**config.mk**
```make
export PLATFORM = sky130hd
export DESIGN_NAME = utf16_to_utf8_encoder
export DESIGN_NICKNAME = d
export VERILOG_FILES = /design/src/rtl/u16u8_pkg.sv /design/src/rtl/utf16_to_utf8_encoder.sv /design/src/rtl/u16u8_front.sv /design/src/rtl/u16u8_queue.sv /design/src/rtl/u16u8_back.sv
export SDC_FILE = /design/constraint.sdc
export NUM_CORES = 1
export LEC_CHECK = 0
export BUFFER_PORTS_ARGS = -buffer_cell sky130_fd_sc_hd__buf_2
export CORE_ASPECT_RATIO = 0.6
export CORE_UTILIZATION = 50
export CTS_BUF_LIST = sky130_fd_sc_hd__clkbuf_4 sky130_fd_sc_hd__clkbuf_8
export DETAILED_ROUTE_END_ITERATION = 6
export PLACE_DENSITY_LB_ADDON = 0.05
export SYNTH_ARGS = -nofsm -noshare
export SYNTH_HDL_FRONTEND = slang
export SYNTH_SLANG_ARGS = --single-unit
```
**constraint.sdc**
```tcl
create_clock -name clock -period 5.2 [get_ports clock]
set_clock_uncertainty 0.2 [all_clocks]
set_input_delay 1.56 -clock clock [delete_from_list [all_inputs] [get_ports clock]]
set_output_delay 1.56 -clock clock [all_outputs]
set_load 0.1 [all_outputs]
```
**src/rtl/u16u8_pkg.sv**
```systemverilog
// Shared types and constants for the UTF-16 to UTF-8 encoder.
// No dependencies; imported by every module of the block.
package u16u8_pkg;

   localparam logic [15:0] SURR_MASK  = 16'hFC00;
   localparam logic [15:0] HIGH_SURR  = 16'hD800;
   localparam logic [15:0] LOW_SURR   = 16'hDC00;
   localparam logic [15:0] ASCII_MASK = 16'hFF80;
   localparam logic [15:0] TWO_MASK   = 16'hF800;
   localparam logic [20:0] SUPP_BASE  = 21'h10000;
   localparam logic [2:0]  FLUSH_CNT  = 3'd3;

   // Length class of the main part of a job.
   typedef enum logic [2:0] {
      KIND_NONE  = 3'd0,
      KIND_ONE   = 3'd1,
      KIND_TWO   = 3'd2,
      KIND_THREE = 3'd3,
      KIND_FOUR  = 3'd4
   } kind_type;

   // One queued job: optional flush of a held surrogate, then the main unit.
   // For KIND_FOUR, held_bits carries the high surrogate and unit the low one.
   typedef struct packed {
      logic        flush;
      logic [9:0]  held_bits;
      kind_type    kind;
      logic [15:0] unit;
   } job_type;

   typedef struct packed {
      logic full;
      logic empty;
   } q_status_type;

endpackage

```
**src/rtl/utf16_to_utf8_encoder.sv**
```systemverilog
// UTF-16 to UTF-8 encoder. With the job queue empty, the first byte of a request passes
// through the job queue register and then the output register before it is on rsp_*.
// Output: one byte per cycle unless rsp_* is back-pressured; a BMP unit makes 1 to 3
// bytes, a surrogate pair 4, a unit that flushes an unpaired surrogate up to 6, set by the byte serializer.
// Requests enter every cycle while the job queue has room.
// Reset (synchronous, active high) clears the held surrogate, queue and output register.
// Depends on u16u8_pkg, u16u8_front, u16u8_queue, u16u8_back.
module utf16_to_utf8_encoder #(
   parameter int QUEUE_DEPTH = 2   // jobs between classifier and serializer, >= 1
) (
   input  logic        clock,
   input  logic        reset,
   input  logic        req_tvalid,
   output logic        req_tready,
   input  logic [15:0] req_tdata,   // [15:0] code_unit
   output logic        rsp_tvalid,
   input  logic        rsp_tready,
   output logic [7:0]  rsp_tdata,   // [7:0] out_byte
   output logic        rsp_tlast    // last_of_run
);
   import u16u8_pkg::*;

   q_status_type q_status;
   job_type      push_job, head_job;
   logic         q_push, q_pop;

   // Classifier: holds high surrogates, emits one job per request that makes bytes.
   u16u8_front u_front (
      .clock      (clock),
      .reset      (reset),
      .req_tvalid (req_tvalid),
      .req_tready (req_tready),
      .req_tdata  (req_tdata),
      .q_status   (q_status),
      .q_push     (q_push),
      .q_job      (push_job)
   );

   // Decouples request side from response backpressure.
   u16u8_queue #(
      .DEPTH (QUEUE_DEPTH)
   ) u_queue (
      .clock    (clock),
      .reset    (reset),
      .push     (q_push),
      .push_job (push_job),
      .pop      (q_pop),
      .head_job (head_job),
      .status   (q_status)
   );

   // Serializer: one byte per cycle, unless the receiver back-pressures, into a registered output stage.
   u16u8_back u_back (
      .clock      (clock),
      .reset      (reset),
      .head_job   (head_job),
      .q_status   (q_status),
      .q_pop      (q_pop),
      .rsp_tvalid (rsp_tvalid),
      .rsp_tready (rsp_tready),
      .rsp_tdata  (rsp_tdata),
      .rsp_tlast  (rsp_tlast)
   );

   // No job is pushed into a full queue.
   a_no_overflow: assert property (@(posedge clock) disable iff (reset)
      q_push |-> !q_status.full)
      else $error("job pushed into full queue");

   // A job is retired only when one is present.
   a_no_underflow: assert property (@(posedge clock) disable iff (reset)
      q_pop |-> !q_status.empty)
      else $error("job popped from empty queue");

   // Retiring a job always puts its last byte into the output register.
   a_pop_marks_last: assert property (@(posedge clock) disable iff (reset)
      q_pop |=> (rsp_tvalid && rsp_tlast))
      else $error("job retired without last byte");

   // Output stage comes out of reset empty.
   a_reset_empty: assert property (@(posedge clock)
      reset |=> !rsp_tvalid)
      else $error("response valid after reset");

endmodule

```
**src/rtl/u16u8_front.sv**
```systemverilog
// Front end: accepts code units, tracks the held high surrogate, classifies.
// Depends on u16u8_pkg; pushes jobs into u16u8_queue.
module u16u8_front (
   input  logic                   clock,
   input  logic                   reset,
   input  logic                   req_tvalid,
   output logic                   req_tready,
   input  logic [15:0]            req_tdata,
   input  u16u8_pkg::q_status_type q_status,
   output logic                   q_push,
   output u16u8_pkg::job_type     q_job
);
   import u16u8_pkg::*;

   logic       pending_ff, pending_in;
   logic [9:0] held_ff, held_in;
   logic       accept;
   logic       is_high, is_low;
   job_type    job;

   assign req_tready = !q_status.full;
   assign accept     = req_tvalid && req_tready;
   assign is_high    = (req_tdata & SURR_MASK) == HIGH_SURR;
   assign is_low     = (req_tdata & SURR_MASK) == LOW_SURR;

   always_comb begin
      job.flush     = pending_ff;
      job.held_bits = held_ff;
      job.unit      = req_tdata;
      pending_in    = 1'b0;
      held_in       = held_ff;
      if (pending_ff && is_low) begin
         job.flush = 1'b0;
         job.kind  = KIND_FOUR;
      end else if ((req_tdata & ASCII_MASK) == 16'h0000) begin
         job.kind = KIND_ONE;   // includes the terminating zero
      end else if ((req_tdata & TWO_MASK) == 16'h0000) begin
         job.kind = KIND_TWO;
      end else if (is_high) begin
         job.kind   = KIND_NONE;
         pending_in = 1'b1;
         held_in    = req_tdata[9:0];
      end else begin
         job.kind = KIND_THREE;
      end
   end

   assign q_job  = job;
   assign q_push = accept && (job.flush || job.kind != KIND_NONE);

   always_ff @(posedge clock) begin
      if (reset) begin
         pending_ff <= 1'b0;
         held_ff    <= '0;
      end else if (accept) begin
         pending_ff <= pending_in;
         held_ff    <= held_in;
      end
   end

endmodule

```
**src/rtl/u16u8_queue.sv**
```systemverilog
// Short job queue between front and back end.
// Depends on u16u8_pkg for the job and status types.
module u16u8_queue #(
   parameter int DEPTH = 2
) (
   input  logic                    clock,
   input  logic                    reset,
   input  logic                    push,
   input  u16u8_pkg::job_type      push_job,
   input  logic                    pop,
   output u16u8_pkg::job_type      head_job,
   output u16u8_pkg::q_status_type status
);
   import u16u8_pkg::*;

   localparam int AW = (DEPTH > 1) ? $clog2(DEPTH) : 1;
   localparam int CW = $clog2(DEPTH + 1);

   job_type         entries_ff [DEPTH];
   logic [AW-1:0]   wr_ptr_ff, rd_ptr_ff;
   logic [CW-1:0]   count_ff;

   assign head_job     = entries_ff[rd_ptr_ff];
   assign status.full  = count_ff == CW'(DEPTH);
   assign status.empty = count_ff == '0;

   always_ff @(posedge clock) begin
      if (push) begin
         entries_ff[wr_ptr_ff] <= push_job;
      end
   end

   always_ff @(posedge clock) begin
      if (reset) begin
         wr_ptr_ff <= '0;
         rd_ptr_ff <= '0;
         count_ff  <= '0;
      end else begin
         if (push) begin
            wr_ptr_ff <= (wr_ptr_ff == AW'(DEPTH - 1)) ? '0 : wr_ptr_ff + 1'b1;
         end
         if (pop) begin
            rd_ptr_ff <= (rd_ptr_ff == AW'(DEPTH - 1)) ? '0 : rd_ptr_ff + 1'b1;
         end
         if (push && !pop) begin
            count_ff <= count_ff + 1'b1;
         end else if (pop && !push) begin
            count_ff <= count_ff - 1'b1;
         end
      end
   end

endmodule

```
**src/rtl/u16u8_back.sv**
```systemverilog
// Back end: walks the head job byte by byte into the output register.
// Depends on u16u8_pkg; pops u16u8_queue after the last byte of a job.
module u16u8_back (
   input  logic                    clock,
   input  logic                    reset,
   input  u16u8_pkg::job_type      head_job,
   input  u16u8_pkg::q_status_type q_status,
   output logic                    q_pop,
   output logic                    rsp_tvalid,
   input  logic                    rsp_tready,
   output logic [7:0]              rsp_tdata,
   output logic                    rsp_tlast
);
   import u16u8_pkg::*;

   logic [2:0]  idx_ff;
   logic        valid_ff;
   logic [7:0]  data_ff;
   logic        last_ff;
   logic [2:0]  flush_n, main_n, total_n, main_idx3;
   logic [1:0]  main_idx;
   logic [20:0] cp;
   logic [7:0]  flush_byte, main_byte, byte_sel;
   logic        is_last, advance;

   assign flush_n   = head_job.flush ? FLUSH_CNT : 3'd0;
   assign total_n   = flush_n + main_n;
   assign main_idx3 = idx_ff - flush_n;
   assign main_idx  = main_idx3[1:0];
   assign cp        = SUPP_BASE + {1'b0, head_job.held_bits, head_job.unit[9:0]};

   always_comb begin
      case (head_job.kind)
         KIND_ONE:   main_n = 3'd1;
         KIND_TWO:   main_n = 3'd2;
         KIND_THREE: main_n = 3'd3;
         KIND_FOUR:  main_n = 3'd4;
         default:    main_n = 3'd0;
      endcase
   end

   // Held surrogate without a partner goes out as ED A0..AF 80..BF.
   always_comb begin
      case (idx_ff[1:0])
         2'd0:    flush_byte = 8'hED;
         2'd1:    flush_byte = {4'hA, head_job.held_bits[9:6]};
         default: flush_byte = {2'b10, head_job.held_bits[5:0]};
      endcase
   end

   always_comb begin
      main_byte = head_job.unit[7:0];
      case (head_job.kind)
         KIND_TWO: begin
            main_byte = (main_idx == 2'd0) ? {3'b110, head_job.unit[10:6]}
                                           : {2'b10, head_job.unit[5:0]};
         end
         KIND_THREE: begin
            case (main_idx)
               2'd0:    main_byte = {4'hE, head_job.unit[15:12]};
               2'd1:    main_byte = {2'b10, head_job.unit[11:6]};
               default: main_byte = {2'b10, head_job.unit[5:0]};
            endcase
         end
         KIND_FOUR: begin
            case (main_idx)
               2'd0:    main_byte = {5'b11110, cp[20:18]};
               2'd1:    main_byte = {2'b10, cp[17:12]};
               2'd2:    main_byte = {2'b10, cp[11:6]};
               default: main_byte = {2'b10, cp[5:0]};
            endcase
         end
         default: main_byte = head_job.unit[7:0];
      endcase
   end

   assign byte_sel = (idx_ff < flush_n) ? flush_byte : main_byte;
   assign is_last  = idx_ff == total_n - 3'd1;
   assign advance  = !q_status.empty && (!valid_ff || rsp_tready);
   assign q_pop    = advance && is_last;

   always_ff @(posedge clock) begin
      if (advance) begin
         data_ff <= byte_sel;
         last_ff <= is_last;
      end
   end

   always_ff @(posedge clock) begin
      if (reset) begin
         valid_ff <= 1'b0;
         idx_ff   <= '0;
      end else begin
         if (advance) begin
            valid_ff <= 1'b1;
            idx_ff   <= is_last ? 3'd0 : idx_ff + 3'd1;
         end else if (rsp_tready) begin
            valid_ff <= 1'b0;
         end
      end
   end

   assign rsp_tvalid = valid_ff;
   assign rsp_tdata  = data_ff;
   assign rsp_tlast  = last_ff;

endmodule

```
==> flow_metrics.py <==
metrics = {
    "run_status": {
        "outcome": "finished, final reports clean",
    },
    "yosys": {
        "async_flop_share": 0,
        "ys_seq_area_frac": 0.581,
        "syn_nets": 372,
        "ys_warn_count": 0,
        "ys.flop_type": "edfxtp_1",
        "synthCells": 342,
        "synth_seq_cells": 89,
        "synth_edf_count": 69,
        "synth.avg_cell_area_um2": 12.4,
        "syn_area_um2": 4260,
        "ys_types": 58,
    },
    "sta": {
        "maxSlewHeadroom": 0.498,
        "tightestPinTransition_ps": 747,
        "setup_tns_ps": 0,
        "finalMaxSlewViolations": 0,
        "layout_min_cycle_time_ps": 4000,
        "fmax_mhz": 250,
        "finalCritPeriodShare": 0.770,
        "rsz0062_at_grt": "no",
        "setup_violations": 0,
        "fin_hold_ws_ps": 265,
        "hold_viol": 0,
    },
    "clock_tree": {
        "cts_made_buffers": 9,
        "postCtsSetupBuffers": 0,
        "h-tree-depth": 3,
        "cts_tree": "yes",
        "clkTransAtPathRegs_ps": 90,
        "clk_latency_ps": 370,
        "post_cts_resized": 0,
        "max-clock-path-buffers": 2,
        "clockRootBuffer": "clkbuf_8",
        "ctsHoldBuffers": 0,
        "clock-sinks": 89,
    },
    "floorplanning": {
        "coreArea_um2": 8070,
        "dieArea_um2": 8900,
        "fp.dieW_um": 121,
        "pin_count": 31,
        "die_h_um": 73.5,
        "rows": 25,
        "start_util": 0.527,
    },
    "grt": {
        "grt_max_degree": 31,
        "antenna_found_initial": 0,
        "grt_pass1_vias": 2531,
        "grt_usage": 0.226,
        "grt_pass1_wl_mm": 14.3,
        "overflow": 0,
    },
    "layout": {
        "fin_area_um2": 4740,
        "final_nets": 405,
        "fill_cells": 657,
        "final_common_cell": "edfxtp_1",
        "drive_above_1_share": 0.218,
        "diodes": 0,
        "syn2layout_area_growth_pct": 11.3,
        "final_cell_mix": "edfxtp_1 (69), nor2_1 (31), buf_2 (30)",
        "post-route-util": 0.587,
    },
    "setup_path": {
        "crit_type": "register to register",
        "crit_top_cell": "ha_1",
        "required_ps": 5300,
        "worstPathMaxFanout": 19,
        "path_cells": "buf_4, mux2i_1, ha_1, inv_1, ha_1, xnor3_1, o21ai_1, nor3b_2, nand2_1, ha_1, or3_1, a21oi_1",
        "crit_path_end_kind": "register",
        "crit_slowest_cell": "dfxtp_2",
        "max_stage_delay_ps": 660,
        "arrival_ps": 4100,
        "crit_path_start_kind": "register",
    },
    "routing": {
        "remaining_drc_errors": 0,
        "first_iter_violations": 285,
        "antenna_left": 0,
        "viasPerCell": 5.70,
        "avgRoutedWirePerCell_um": 18.7,
        "wl_mm": 9.13,
        "vias": 2782,
        "firstDrtPassIters": 4,
    },
    "power": {
        "leakagePower_uw": 0.00166,
        "intPower_uw": 1630,
        "p_seq_frac": 0.343,
        "switching_share": 0.450,
        "clock_power_share": 0.168,
        "pwr-share-comb": 0.489,
        "vdd_drop_max_uv": 327,
        "power.density_nw_per_um2": 625,
        "p_sw_uw": 1330,
    },
    "run": {
        "max_cap_viol_count": 0,
    },
    "placement": {
        "place_congestion": 0.900,
        "portBuffers": 30,
        "place_area_um2": 4530,
        "dp_hpwl_mm": 6.49,
    },
    "worst_hold_path": {
        "min_path_type": "register to register",
    },
}
==> worst max-delay path, delay by kind of cell (launching register included) <==
family | cells | cell delay [ps]
flops | 1 | 660
buf+inv | 2 | 460
mux | 1 | 420
compound gates | 2 | 230
xor+xnor | 1 | 240
fa+ha+maj | 3 | 830
simple gates | 3 | 880
==> metal layers <==
layer	global-route usage	vias up	share of wire
li1	-	1356	-
met1	0.351	1325	0.54
met2	0.290	93	0.38
met3	0.0823	8	0.075
met4	0.0576	0	0.011
met5	0	-	0
==> power groups by stage <==
stage / Sequential [uW] / Combinational [uW] / Clock (uW)
floorplan: 1260 / 874 / 0
finish: 1020 / 1450 / 497
detailed placement: 1030 / 1420 / 0
global placement: 1030 / 1410 / 0
global route: 1030 / 1560 / 535
CTS: 1020 / 1430 / 505
==> synth_stat cells (5+ instances only) <==
library cell  instances  area share
nand2b_1              5      0.0073
clkbuf_1              7      0.0062
nand2_1              19       0.017
o21ai_0              12       0.014
dfxtp_1              20       0.094
nor2_1               31       0.027
a211oi_1              6       0.011
nor3_1                6      0.0071
inv_1                13       0.011
mux2_2               14       0.037
edfxtp_1             69        0.49
mux2i_1              24       0.056
xor2_1                6       0.012
a21oi_1              20       0.024
ha_1                 10       0.029
==> cell type report <==
type	count	area, um^2	share of cell area
Sequential cell	89	2470	0.522
Multi-Input combinational cell	225	1670	0.352
Timing Repair Buffer	37	203	0.0428
Tap cell	108	135	0.0285
Clock buffer	9	124	0.0261
Clock inverter	7	85.1	0.0180
Inverter	13	48.8	0.0103
==> logic make-up after synthesis <==
| kind of cell | Yosys count | share of synthesized area |
|---|---|---|
| XOR/XNOR | 10 | 0.0238 |
| flip-flops | 89 | 0.581 |
| AO/OA/AOI/OAI | 68 | 0.104 |
| adder cells (fa/ha/maj) | 10 | 0.0294 |
| AND/OR/NAND/NOR | 95 | 0.119 |
| multiplexers | 42 | 0.115 |
| buffers and inverters | 28 | 0.0285 |
==> metrics by stage <==
stage          setup slack [ps]  cells  power [uW]
4_1_cts                    1210    488        2950
3_5_place_dp               1250    472        2450
3_3_place_gp               1400    472        2440
2_1_floorplan               992    342        2140
5_1_grt                     828    488        3130
6_report                   1200    488        2960
==> registers in the layout, indices dropped and copies added (netlist names), 2 cells and up, named ones only <==
| signal | cells |
|---|---|
| u_back.idx_ff | 3 |
| u_back.rsp_tdata | 8 |
| u_front.held_ff | 10 |
| u_queue.entries_ff | 60 |
| u_queue.count_ff | 2 |
==> worst paths after layout <==
check	startpoint	to	slack (ps)	cells after the start
max	register	u_queue.count_ff[1]$_SDFFE_PP0P_	1200	12
min	u_front.held_ff[6]$_SDFFE_PP0P_	u_queue.entries_ff[1][25]$_DFFE_PP_	270	0
max reg2reg	register	u_queue.count_ff[1]$_SDFFE_PP0P_	1200	12
min reg2reg	u_front.held_ff[6]$_SDFFE_PP0P_	u_queue.entries_ff[1][25]$_DFFE_PP_	270	0
No activity file was read; power rests on OpenSTA's default activity.
